--- src/sv/hdlc_frame_receiver_defines.svh ---
// Assertion macros shared by the HDLC frame receiver RTL.
// Depends on nothing; users must have signals named clock and reset in scope.
`ifndef HDLC_FRAME_RECEIVER_DEFINES_SVH
`define HDLC_FRAME_RECEIVER_DEFINES_SVH

// Whenever ante holds at a clock edge out of reset, cons must hold at the same edge.
`define HFR_ASSERT_SAME(label, ante, cons) \
   label: assert property (@(posedge clock) disable iff (reset) (ante) |-> (cons)) \
      else $error("hdlc_frame_receiver: same-cycle check failed");

// Whenever ante holds at a clock edge out of reset, cons must hold at the next edge.
`define HFR_ASSERT_NEXT(label, ante, cons) \
   label: assert property (@(posedge clock) disable iff (reset) (ante) |=> (cons)) \
      else $error("hdlc_frame_receiver: next-cycle check failed");

`endif

--- src/sv/hfr_pkg.sv ---
// Shared constants and types for the HDLC frame receiver.
// Used by hfr_rx_core, hfr_out_serializer and hdlc_frame_receiver; no dependencies.
`default_nettype none

package hfr_pkg;

   localparam int unsigned MAX_PAYLOAD_DEFAULT = 1024;

   // Line bytes.
   localparam logic [7:0] FLAG_BYTE  = 8'h7E;
   localparam logic [7:0] ESC_BYTE   = 8'h7D;
   localparam logic [7:0] ESC_FLAG   = 8'h5E;
   localparam logic [7:0] ESC_ESC    = 8'h5D;
   localparam logic [7:0] CTRL_SEQ0  = 8'h00;
   localparam logic [7:0] CTRL_SEQ1  = 8'h40;
   localparam logic [7:0] REPLY_ADDR = 8'h03;
   localparam logic [7:0] CTRL_RR0   = 8'h05;
   localparam logic [7:0] CTRL_RR1   = 8'h85;
   localparam logic [7:0] CTRL_REJ0  = 8'h01;
   localparam logic [7:0] CTRL_REJ1  = 8'h81;

   // Frame status codes reported on reply bytes.
   localparam logic [2:0] ST_ACCEPTED   = 3'd0;
   localparam logic [2:0] ST_DUPLICATE  = 3'd1;
   localparam logic [2:0] ST_HEADER_ERR = 3'd2;
   localparam logic [2:0] ST_DATA_ERR   = 3'd3;
   localparam logic [2:0] ST_BAD_CTRL   = 3'd4;

   // Everything one received byte produces: up to two payload bytes and
   // optionally a five-byte reply frame.
   typedef struct packed {
      logic [1:0] pay_cnt;
      logic [7:0] pay0;
      logic [7:0] pay1;
      logic       reply;
      logic [2:0] status;
      logic [7:0] ctrl;
   } bundle_type;

endpackage

`default_nettype wire

--- src/sv/hdlc_frame_receiver.sv ---
// HDLC frame receiver top level: parser core plus output serializer.
// Depends on hfr_pkg, hfr_rx_core, hfr_out_serializer and hdlc_frame_receiver_defines.svh.
//
// The receiver takes one raw line byte per item on the req_ channel and hunts for
// 0x7E flags. Inside a frame it checks the header check byte (address XOR control),
// removes 0x7D escapes and delivers payload bytes one byte late, since the last
// destuffed byte of a frame is the data check byte. On the closing flag it sends a
// five-byte RR or REJ reply on the rsp_ channel, with rsp_frame_status telling the
// outcome and rsp_reply_last on the final byte. A frame whose sequence bit does not
// match the expected one is acknowledged but not delivered. An item that causes at
// most one result is taken every cycle while rsp_stall is low; an item that causes k
// results holds the single output register until all k have gone (two for a bad escape
// that yields two payload bytes, five or six for a closing flag), so req_stall is raised
// until the last of those results moves into the output register. The core handles each
// byte combinationally; the serializer sets the rate, one result per unstalled cycle.
`default_nettype none

`include "hdlc_frame_receiver_defines.svh"

module hdlc_frame_receiver #(
   parameter int unsigned MAX_PAYLOAD = hfr_pkg::MAX_PAYLOAD_DEFAULT
) (
   input  wire logic       clock,
   input  wire logic       reset,
   input  wire logic       req_valid,
   output logic            req_stall,
   input  wire logic [7:0] req_rx_byte,
   output logic            rsp_valid,
   input  wire logic       rsp_stall,
   output logic            rsp_out_kind,
   output logic [7:0]      rsp_out_byte,
   output logic [2:0]      rsp_frame_status,
   output logic            rsp_reply_last
);

   hfr_pkg::bundle_type bundle;
   logic                ser_ready;
   logic                req_accept;

   // An item is taken only when the result register can hold all it produces.
   assign req_stall  = !ser_ready;
   assign req_accept = req_valid && ser_ready;

   // Parser: state registers updated once per accepted byte.
   hfr_rx_core #(
      .MAX_PAYLOAD(MAX_PAYLOAD)
   ) u_core (
      .clock  (clock),
      .reset  (reset),
      .load   (req_accept),
      .rx_byte(req_rx_byte),
      .bundle (bundle)
   );

   // Result register and output register.
   hfr_out_serializer u_ser (
      .clock     (clock),
      .reset     (reset),
      .load      (req_accept),
      .bundle_in (bundle),
      .ready     (ser_ready),
      .out_valid (rsp_valid),
      .out_stall (rsp_stall),
      .out_kind  (rsp_out_kind),
      .out_byte  (rsp_out_byte),
      .out_status(rsp_frame_status),
      .out_last  (rsp_reply_last)
   );

   // Payload bytes never carry a status or the end-of-reply mark.
   `HFR_ASSERT_SAME(a_payload_clean, rsp_valid && !rsp_out_kind,
                    rsp_frame_status == hfr_pkg::ST_ACCEPTED && !rsp_reply_last)

   // While a reply byte other than the last is held back, the rest of that reply
   // is still queued, so no new byte may be taken.
   `HFR_ASSERT_SAME(a_reply_blocks_input,
                    rsp_valid && rsp_stall && rsp_out_kind && !rsp_reply_last,
                    req_stall)

   // Status codes on replies stay within the defined set.
   `HFR_ASSERT_SAME(a_status_range, rsp_valid && rsp_out_kind,
                    rsp_frame_status == hfr_pkg::ST_ACCEPTED ||
                    rsp_frame_status == hfr_pkg::ST_DUPLICATE ||
                    rsp_frame_status == hfr_pkg::ST_HEADER_ERR ||
                    rsp_frame_status == hfr_pkg::ST_DATA_ERR ||
                    rsp_frame_status == hfr_pkg::ST_BAD_CTRL)

endmodule

`default_nettype wire

--- src/sv/hfr_rx_core.sv ---
// Per-byte frame parser: header check, destuffing, hold-back and reply decision.
// Depends on hfr_pkg.
`default_nettype none

module hfr_rx_core #(
   parameter int unsigned MAX_PAYLOAD = hfr_pkg::MAX_PAYLOAD_DEFAULT
) (
   input  wire logic              clock,
   input  wire logic              reset,
   input  wire logic              load,
   input  wire logic [7:0]        rx_byte,
   output hfr_pkg::bundle_type    bundle
);

   localparam int unsigned CntW = $clog2(MAX_PAYLOAD + 1);
   localparam logic [CntW-1:0] MaxCnt = CntW'(MAX_PAYLOAD);

   localparam logic [2:0] PH_HUNT = 3'd0;
   localparam logic [2:0] PH_ADDR = 3'd1;
   localparam logic [2:0] PH_CTRL = 3'd2;
   localparam logic [2:0] PH_BCC1 = 3'd3;
   localparam logic [2:0] PH_DATA = 3'd4;
   localparam logic [2:0] PH_OVER = 3'd5;
   localparam logic [2:0] PH_BADH = 3'd6;

   typedef struct packed {
      logic [2:0]      phase;
      logic [7:0]      addr;
      logic [7:0]      ctrl;
      logic            esc;
      logic [7:0]      held;
      logic            held_v;
      logic [7:0]      xsum;
      logic [CntW-1:0] cnt;
      logic            seq;
   } state_type;

   typedef struct packed {
      state_type  st;
      logic       emit;
      logic [7:0] data;
   } push_type;

   function automatic state_type clear_data(state_type s);
      state_type r;
      r = s;
      r.esc    = 1'b0;
      r.held   = 8'h00;
      r.held_v = 1'b0;
      r.xsum   = 8'h00;
      r.cnt    = '0;
      return r;
   endfunction

   // One destuffed byte enters; the byte held before it becomes payload.
   function automatic push_type do_push(state_type s, logic [7:0] d);
      push_type r;
      logic     deliver;
      deliver = (s.ctrl == hfr_pkg::CTRL_SEQ0 && !s.seq) ||
                (s.ctrl == hfr_pkg::CTRL_SEQ1 && s.seq);
      r.st   = s;
      r.emit = 1'b0;
      r.data = s.held;
      if (s.held_v && s.cnt >= MaxCnt) begin
         r.st.phase = PH_OVER;
      end else begin
         if (s.held_v) begin
            r.emit    = deliver;
            r.st.xsum = s.xsum ^ s.held;
            r.st.cnt  = s.cnt + CntW'(1);
         end
         r.st.held   = d;
         r.st.held_v = 1'b1;
      end
      return r;
   endfunction

   state_type  state_ff;
   state_type  state_in;
   push_type   pa;
   push_type   pb;
   logic       run_b;
   logic [2:0] status;
   logic [7:0] ctrl_c;
   logic       reply;

   always_comb begin
      state_in = state_ff;
      pa       = '0;
      pb       = '0;
      run_b    = 1'b0;
      status   = hfr_pkg::ST_ACCEPTED;
      reply    = 1'b0;
      if (rx_byte == hfr_pkg::FLAG_BYTE) begin
         if (state_ff.phase == PH_HUNT || state_ff.phase == PH_ADDR) begin
            state_in       = clear_data(state_in);
            state_in.phase = PH_ADDR;
         end else begin
            // A dangling escape before the closing flag is a literal escape byte.
            if (state_in.phase == PH_DATA && state_in.esc) begin
               state_in.esc = 1'b0;
               pa           = do_push(state_in, hfr_pkg::ESC_BYTE);
               state_in     = pa.st;
            end
            if (state_in.phase == PH_CTRL || state_in.phase == PH_BCC1 ||
                state_in.phase == PH_BADH) begin
               status = hfr_pkg::ST_HEADER_ERR;
            end else if (state_in.phase == PH_OVER) begin
               status = hfr_pkg::ST_DATA_ERR;
            end else if (state_in.cnt == '0 || !state_in.held_v ||
                         state_in.xsum != state_in.held) begin
               status = hfr_pkg::ST_DATA_ERR;
            end else if (state_in.ctrl != hfr_pkg::CTRL_SEQ0 &&
                         state_in.ctrl != hfr_pkg::CTRL_SEQ1) begin
               status = hfr_pkg::ST_BAD_CTRL;
            end else if ((state_in.ctrl == hfr_pkg::CTRL_SEQ1) == state_in.seq) begin
               status       = hfr_pkg::ST_ACCEPTED;
               state_in.seq = ~state_in.seq;
            end else begin
               status = hfr_pkg::ST_DUPLICATE;
            end
            reply          = 1'b1;
            state_in       = clear_data(state_in);
            state_in.phase = PH_ADDR;
         end
      end else begin
         case (state_ff.phase)
            PH_ADDR: begin
               state_in.addr  = rx_byte;
               state_in.phase = PH_CTRL;
            end
            PH_CTRL: begin
               state_in.ctrl  = rx_byte;
               state_in.phase = PH_BCC1;
            end
            PH_BCC1: begin
               state_in       = clear_data(state_in);
               state_in.phase = (rx_byte == (state_ff.addr ^ state_ff.ctrl)) ?
                                PH_DATA : PH_BADH;
            end
            PH_DATA: begin
               run_b = 1'b1;
               if (state_ff.esc) begin
                  state_in.esc = 1'b0;
                  if (rx_byte == hfr_pkg::ESC_FLAG) begin
                     pa    = do_push(state_in, hfr_pkg::FLAG_BYTE);
                     run_b = 1'b0;
                  end else if (rx_byte == hfr_pkg::ESC_ESC) begin
                     pa    = do_push(state_in, hfr_pkg::ESC_BYTE);
                     run_b = 1'b0;
                  end else begin
                     // Bad escape: keep the escape byte, then treat this byte normally.
                     pa    = do_push(state_in, hfr_pkg::ESC_BYTE);
                     run_b = (pa.st.phase == PH_DATA);
                  end
                  state_in = pa.st;
               end
               if (run_b) begin
                  if (rx_byte == hfr_pkg::ESC_BYTE) begin
                     state_in.esc = 1'b1;
                  end else begin
                     pb       = do_push(state_in, rx_byte);
                     state_in = pb.st;
                  end
               end
            end
            default: begin
            end
         endcase
      end

      if (status == hfr_pkg::ST_ACCEPTED || status == hfr_pkg::ST_DUPLICATE) begin
         ctrl_c = state_in.seq ? hfr_pkg::CTRL_RR1 : hfr_pkg::CTRL_RR0;
      end else begin
         ctrl_c = state_in.seq ? hfr_pkg::CTRL_REJ1 : hfr_pkg::CTRL_REJ0;
      end
   end

   assign bundle.pay_cnt = {1'b0, pa.emit} + {1'b0, pb.emit};
   assign bundle.pay0    = pa.emit ? pa.data : pb.data;
   assign bundle.pay1    = pb.data;
   assign bundle.reply   = reply;
   assign bundle.status  = status;
   assign bundle.ctrl    = ctrl_c;

   always_ff @(posedge clock) begin
      if (reset) begin
         // The all-zero state is the hunt phase with every frame register cleared.
         state_ff <= '0;
      end else if (load) begin
         state_ff <= state_in;
      end
   end

endmodule

`default_nettype wire

--- src/sv/hfr_out_serializer.sv ---
// Result register and output register: sends a bundle's bytes one per unstalled cycle.
// Depends on hfr_pkg.
`default_nettype none

module hfr_out_serializer (
   input  wire logic                clock,
   input  wire logic                reset,
   input  wire logic                load,
   input  wire hfr_pkg::bundle_type bundle_in,
   output logic                     ready,
   output logic                     out_valid,
   input  wire logic                out_stall,
   output logic                     out_kind,
   output logic [7:0]               out_byte,
   output logic [2:0]               out_status,
   output logic                     out_last
);

   localparam logic [2:0] ReplyLen  = 3'd5;
   localparam logic [2:0] ReplyLast = 3'd4;

   hfr_pkg::bundle_type bundle_ff;
   logic [2:0]          pos_ff;
   logic [2:0]          total;
   logic [2:0]          ridx;
   logic                pending;
   logic                advance;
   logic                last_one;
   logic                head_kind;
   logic [7:0]          head_byte;
   logic [2:0]          head_status;
   logic                head_last;
   logic                out_valid_ff;
   logic                out_kind_ff;
   logic [7:0]          out_byte_ff;
   logic [2:0]          out_status_ff;
   logic                out_last_ff;

   assign total    = {1'b0, bundle_ff.pay_cnt} + (bundle_ff.reply ? ReplyLen : 3'd0);
   assign pending  = (pos_ff != total);
   assign advance  = pending && (!out_valid_ff || !out_stall);
   assign last_one = ((total - pos_ff) == 3'd1);
   assign ready    = !pending || (last_one && advance);
   assign ridx     = pos_ff - {1'b0, bundle_ff.pay_cnt};

   always_comb begin
      head_kind   = 1'b0;
      head_byte   = pos_ff[0] ? bundle_ff.pay1 : bundle_ff.pay0;
      head_status = hfr_pkg::ST_ACCEPTED;
      head_last   = 1'b0;
      if (pos_ff >= {1'b0, bundle_ff.pay_cnt}) begin
         head_kind   = 1'b1;
         head_status = bundle_ff.status;
         head_last   = (ridx == ReplyLast);
         case (ridx)
            3'd0:    head_byte = hfr_pkg::FLAG_BYTE;
            3'd1:    head_byte = hfr_pkg::REPLY_ADDR;
            3'd2:    head_byte = bundle_ff.ctrl;
            3'd3:    head_byte = hfr_pkg::REPLY_ADDR ^ bundle_ff.ctrl;
            default: head_byte = hfr_pkg::FLAG_BYTE;
         endcase
      end
   end

   always_ff @(posedge clock) begin
      if (reset) begin
         bundle_ff <= '0;
         pos_ff    <= 3'd0;
      end else if (load) begin
         bundle_ff <= bundle_in;
         pos_ff    <= 3'd0;
      end else if (advance) begin
         pos_ff <= pos_ff + 3'd1;
      end
   end

   always_ff @(posedge clock) begin
      if (reset) begin
         out_valid_ff <= 1'b0;
      end else if (advance) begin
         out_valid_ff <= 1'b1;
      end else if (!out_stall) begin
         out_valid_ff <= 1'b0;
      end
   end

   always_ff @(posedge clock) begin
      if (advance) begin
         out_kind_ff   <= head_kind;
         out_byte_ff   <= head_byte;
         out_status_ff <= head_status;
         out_last_ff   <= head_last;
      end
   end

   assign out_valid  = out_valid_ff;
   assign out_kind   = out_kind_ff;
   assign out_byte   = out_byte_ff;
   assign out_status = out_status_ff;
   assign out_last   = out_last_ff;

endmodule

`default_nettype wire
--- config.mk ---
export PLATFORM = sky130hd
export DESIGN_NAME = hdlc_frame_receiver
export DESIGN_NICKNAME = d
export VERILOG_FILES = /design/src/sv/hfr_pkg.sv /design/src/sv/hdlc_frame_receiver.sv /design/src/sv/hfr_rx_core.sv /design/src/sv/hfr_out_serializer.sv
export VERILOG_INCLUDE_DIRS = /design/src /design/src/sv
export SDC_FILE = /design/constraint.sdc
export NUM_CORES = 1
export LEC_CHECK = 0
export BUFFER_PORTS_ARGS = -buffer_cell sky130_fd_sc_hd__buf_2
export CORE_ASPECT_RATIO = 0.6
export CORE_UTILIZATION = 55
export CTS_CLUSTER_SIZE = 25
export DETAILED_ROUTE_END_ITERATION = 8
export MAX_ROUTING_LAYER = met4
export PLACE_DENSITY = 0.7
export REMOVE_ABC_BUFFERS = 1
export SYNTH_ARGS = -nofsm -noshare
export SYNTH_HDL_FRONTEND = slang
export SYNTH_SLANG_ARGS = --single-unit
--- constraint.sdc ---
create_clock -name clock -period 7.8 [get_ports clock]
set_clock_uncertainty 0.05 [all_clocks]
set_input_delay 0.78 -clock clock [delete_from_list [all_inputs] [get_ports clock]]
set_output_delay 0.78 -clock clock [all_outputs]
set_load 0.05 [all_outputs]
== After elaboration in Yosys (flattened, before gate mapping) ==
Index checks and enable logic that the tools add are counted.
Word-level totals
  memories: 0
  bits in latches: 0
  flip-flop bits (word level): 96
  ROM bits: 0
  memory bits (writable): 0
Operators by class
  add/sub/neg operators: 7
  $lt $le $gt $ge: 3
  divide/modulo/power cells: 0
  multiply operators: 0
  bitwise gates (word level): 6
  eq/ne operators: 29
  shift operators: 0
  mux-type cells: 74
  reductions and logical operators: 43
Operators by type and width (number)
  2-to-1 mux 49 bit: 8
  2-to-1 mux 58 bit: 2
  2-to-1 mux 28 bit: 3
  2-to-1 mux 9 bit: 9
  one-hot mux 30 bit (2 select lines): 1
  2-to-1 mux 19 bit: 3
  == test 8 x 7 -> 1 bit, second input constant: 7
  2-to-1 mux 8 bit: 6
  2-to-1 mux 46 bit: 1
  2-to-1 mux 3 bit: 14
  one-hot mux 8 bit (2 select lines): 2
  2-to-1 mux 29 bit: 1
  one-hot mux 8 bit (3 select lines): 1
  XOR 8 bit: 3
  adder 11 x 1 -> 11 bit, second input constant: 2
  greater-or-equal comparator 11 bit, second input constant: 2
  2-to-1 mux 1 bit: 21
  == test 3 x 2 -> 1 bit, second input constant: 6
  logical NOT 8 bit: 2
  == test 3 bit, second input constant: 5
  == test 3 x 1 -> 1 bit, second input constant: 4
  one-hot mux 3 bit (4 select lines): 1
  logical AND 1 bit: 11
  logical NOT 11 bit: 1
  26 further kinds: 46

== Longest topological paths before layout ==
  depth after elaboration: 23
  depth in mapped cells: 13
  gate-level depth less buffers: 12

== Hierarchy ==
A second synthesis with hierarchy kept.
Second synthesis, totals
  cells, all modules: 719
  area total of the unflattened synthesis: 6100.9 µm²
Modules (own cells, without submodules)
  hfr_rx_core: sequential area each 980.9 µm², cells an instance 526, times used 1, area an instance 3932.5 µm²
  hfr_out_serializer: sequential area each 1071.0 µm², cells an instance 191, times used 1, area an instance 2158.3 µm²
  hdlc_frame_receiver: sequential area each 0.0 µm², cells an instance 2, times used 1, area an instance 10.0 µm²

== Worst setup path after synthesis ==
No wires, ideal clock.
  path kind: flip-flop to flip-flop
  start: reg u_ser.bundle_ff[11] (netlist name)
  end: reg u_core.state_ff[1] (netlist name)
  period minus slack after synthesis: 3.326 ns
  cell stages (with the launch flop): 11
  path buffers: 1
  setup time: 0.086 ns
  slack: 4.474 ns
  arrival: 3.190 ns
  path through: dfxtp_1 -> ha_1 -> ha_1 -> fa_1 -> a211oi_1 -> a21oi_1 -> or2_2 -> buf_2 -> nor3b_1 -> a31o_2 -> a211oi_1
Between the ends
  word-level cells in the longest chain between the ends: 8
  elaborated cells between the ends (all ways): 11
  classes of those cells: add/sub (2); eq/ne (2); mux (1); reduce/logical (6)
Ends and longest elaborated chain
  start, declared: line hfr_out_serializer.sv:22  | hfr_pkg::bundle_type bundle_ff;
  start signal, assigned: line hfr_out_serializer.sv:70  | bundle_ff <= bundle_in;
  2-to-1 mux 3 bit *: line hfr_out_serializer.sv:39  | assign total = {1'b0, bundle_ff.pay_cnt} + (bundle_ff.reply ? ReplyLen : 3'd0);
  adder 2 x 3 -> 3 bit *: line hfr_out_serializer.sv:39
  subtractor 3 bit / inequality test 3 bit (equally long branches): line hfr_out_serializer.sv:42, hfr_out_serializer.sv:40
  == test 3 x 1 -> 1 bit / logical AND 1 bit (equally long branches): line hfr_out_serializer.sv:42, hfr_out_serializer.sv:41
  logical AND 1 bit: line hfr_out_serializer.sv:43  | assign ready = !pending || (last_one && advance);
  logical OR 1 bit *: line hfr_out_serializer.sv:43
  logical AND 1 bit *: line hdlc_frame_receiver.sv:42  | assign req_accept = req_valid && ser_ready;
  AND reduction 2 bit (no line) *
  end signal, assigned: line hfr_rx_core.sv:191  | state_ff <= state_in;
  end, declared: line hfr_rx_core.sv:78  | state_type state_ff;
Every way passes the cells marked *; elsewhere a longest branch is shown, timed or not.
A chain may end at the register's enable or synchronous reset.

== Worst setup path in the final report ==
  start: reg u_ser.pos_ff[0]
  end: reg u_core.state_ff[13] (netlist name)
Between the ends
  word-level cells in the longest chain between the ends: 6
  elaborated cells between the ends (all ways): 9
  classes of those cells: add/sub (1); eq/ne (2); reduce/logical (6)
Ends and longest elaborated chain
  start, declared: line hfr_out_serializer.sv:23  | logic [2:0] pos_ff;
  start signal, assigned: line hfr_out_serializer.sv:73  | pos_ff <= pos_ff + 3'd1;
  subtractor 3 bit / inequality test 3 bit (equally long branches): line hfr_out_serializer.sv:42, hfr_out_serializer.sv:40
  == test 3 x 1 -> 1 bit / logical AND 1 bit (equally long branches): line hfr_out_serializer.sv:42, hfr_out_serializer.sv:41
  logical AND 1 bit: line hfr_out_serializer.sv:43
  logical OR 1 bit *: line hfr_out_serializer.sv:43
  logical AND 1 bit *: line hdlc_frame_receiver.sv:42
  AND reduction 2 bit (no line) *
Marks and branches as above.

==> impl_results.md <==
- Latest clock arrival within the worst-skew pair: approximately 0.35 ns
- Most frequent cells after synthesis: 77 x dfxtp_1, 65 x nand2_1, 60 x nor2_1
- Buffers added on ports: 26
- PostCTS Resize Cnt: 0
- HP Class: reg2reg
- Primary FF master, synth: dfxtp_1
- CP Data Required Time: 7.97 ns
- Routed len/inst: 19.1 um
- Internal power: a little over 0.7 mW
- Synth warn: 0
- Vias per cell: 6.42
- Final nets: 706
- Setup TNS: 0 ns
- Initial Utilization: approximately 57%
- Synthesized instance count: 685
- Status: complete, no violations
- Die Ht: approximately 81 um
- TritonCTS clock tree: yes
- ANT cells: 0
- Final WL: 15.7 mm
- Die Wd: between 100 and 150 um
- Reg area: approximately 1900 um2
- Multi-input logic area: 3450 um2
- Async SR Flop Fraction: 0%
- Area leader, netlist: dfxtp_1
- Avg Inst Size Synth: 8.27 um2
- Pleak: between 2 and 2.5 nW
- Clk Tree Root Cell: clkbuf_16
- Detail Route Antenna Nets: 0
- FILL cells: approximately 910
- Detailed Route Iter0 Violations: 755
- Gate power share: 4.9%
- GPL Wtd Cong: about 0.9
- Total gr overflow: 0
- Mapped Area: 5670 um2
- Global-route wire length before repair: 25.1 mm
- CTS sink count: 90
- Antenna violations before repair: 0
- Max Slew Vio Count: 0
- Gr usage total: a little under a third
- Final setup vio count: 0
- Largest net degree at the start of global routing: 55
- RSZ-0062 raised after global routing: false
- Core ar.: just under 10000 um2
- Synth top area cells: dfxtp_1 27%, edfxtp_1 6.9%, mux2i_1 5.3%
- Min Tclk post-route: around 4.0 ns
- Max-cap violations: 0
- Die area: 10700 um2
- Power per cell area: 157 nW/um2
- Share of cells above drive strength 1: around a tenth
- Row Count: 28
- Highest Clock Rate: approximately 0.25 GHz
- Deepest clock path buffer count: 2
- P_sw: 0.245 mW
- Sequential share of the synthesized area: about a third
- Vias in the first global route: ~4800
- # hold bufs at CTS: 0
- Setup CP Type: reg2reg
- Final Power: roughly 0.96 mW
- H-tree depth: 3
- DR pass1 iterations: 7
- Sw Share: around a quarter
- Post-synth cell types: between 70 and 80
- DRC viols: 0
- Final worst-path cycle share: approximately half
- Clock-pin slew on the worst setup and hold paths: about 0.080 ns
- Clock buffer count from CTS: 9
- Top-area cell type share of the netlist area: roughly 27%
- CP max FO: 23
- Vias: ~5300
- Arr. time, crit path: about 4.2 ns
- Sequential power share: between 40% and 50%
- Worst slew pin tran: ~1.1 ns
- Maximum vdd drop: ~0.10 mV
- Final Hold Fails: 0
- I/O pin total: 27
- Post-CTS Setup Bufs: 0
- Clk pwr share: between 40% and 50%
- Rel. slew slack: a little over a quarter
- CP Capture Type: flip-flop
- FF+latch count, synth: 90
- Hpwl dp: between 10 and 15 mm
- Most frequent cell after synthesis: dfxtp_1
- Critical Path Source Type: flip-flop
- Number of synthesized flops with an enable pin: 13
- Area delta synth->final: 7.84%
==> cells by family (layout without fill, tap and decap cells) <==
group                    Yosys count  after routing  synth area share, %
adder cells (fa/ha/maj)           13             13                 3.09
buffers and inverters             70             72                 5.03
XOR/XNOR                          42             42                 6.87
AND/OR/NAND/NOR                  251            251                 23.3
multiplexers                      32             32                 5.70
flip-flops                        90             90                 34.1
AO/OA/AOI/OAI                    187            187                 21.9
==> cell type report <==
class / instances / share of cell area [%]
Clock inverter: 7 / 1.15
Sequential cell: 90 / 31.6
Multi-Input combinational cell: 525 / 56.5
Inverter: 24 / 1.47
Timing Repair Buffer: 32 / 2.87
Tap cell: 135 / 2.76
Clock buffer: 9 / 3.68
==> critical path, cell delays in order (launching register included) <==
cell       delay, ns
dfxtp_1         0.75
ha_1            0.26
inv_1           0.05
fa_1            0.50
a211oi_1        0.05
and2_1          0.18
a22oi_2         0.77
nor2_2          0.18
nand2_1         0.70
o21ai_0         0.22
o2bb2ai_1       0.16
==> power by group through the flow <==
stage,sequential (mW),clock (mW),combinational [mW]
final,0.477,0.434,0.0472
after global routing,0.477,0.456,0.0508
after CTS,0.477,0.441,0.0460
after detailed placement,0.488,0,0.0456
after global placement,0.487,0,0.0445
after floorplan,0.486,0,0.0257
==> final timing paths <==
path	depth (start not counted)	endpoint	from	slack [ns]
min	2	u_ser.bundle_ff[13]	u_ser.bundle_ff[13]	0.40
max reg2reg	10	u_core.state_ff[13]	u_ser.pos_ff[0]	3.78
min reg2reg	2	u_ser.bundle_ff[13]	u_ser.bundle_ff[13]	0.40
max	10	u_core.state_ff[13]	u_ser.pos_ff[0]	3.78
==> state kept, by name, summed over array words and instances (netlist names) <==
signal,flops
u_core.state_ff,49
u_ser.bundle_ff,24
u_ser.out_byte,8
u_ser.out_kind,1
u_ser.out_last,1
u_ser.out_status,3
u_ser.out_valid,1
u_ser.pos_ff,3
==> per-stage QoR <==
| stage | instance area [um2] | instances | util [%] | worst slack, ns | hold slack [ns] |
|---|---|---|---|---|---|
| CTS | 6110 | 822 | 61.4 | 3.82 | 0.405 |
| global placement | 5820 | 806 | 58.5 | 3.94 | 0.383 |
| finish | 6110 | 822 | 61.4 | 3.78 | 0.404 |
| detailed placement | 5820 | 806 | 58.5 | 3.82 | 0.395 |
| global route | 6110 | 822 | 61.4 | 3.55 | 0.425 |
| floorplan | 5470 | 639 | - | 4.53 | 0.368 |
==> routing by layer <==
metal	routed length, um	vias up	track usage (%)
met5	0	-	-
met4	182	0	9.08
met3	1850	18	10.9
met2	6310	279	42.5
met1	7350	2475	43.5
li1	-	2506	-
==> layout by cell type (no fill, tap or decap), drive strengths merged, types with 4 or more instances in the layout <==
master,Yosys,layout
o22ai,4,4
o21a,4,4
nand4b,4,4
nor2b,10,10
nand4,12,12
edfxtp,13,13
a21o,7,7
clkbuf,29,9
mux2i,30,30
nor2,61,61
nand2b,12,12
and3,7,7
o31a,5,5
nand2,65,65
xnor2,28,28
a22oi,4,4
and2,6,6
nor3b,6,6
nand3b,4,4
nor3,17,17
xor2,13,13
inv,24,27
o2bb2ai,4,4
buf,17,32
a31oi,17,17
nand3,11,11
or4,4,4
ha,10,10
a21oi,49,49
o211ai,10,10
dfxtp,77,77
or3,9,9
a211oi,11,11
nor4,8,8
o21ai,39,39
No activity file was read; power rests on OpenSTA's default activity.
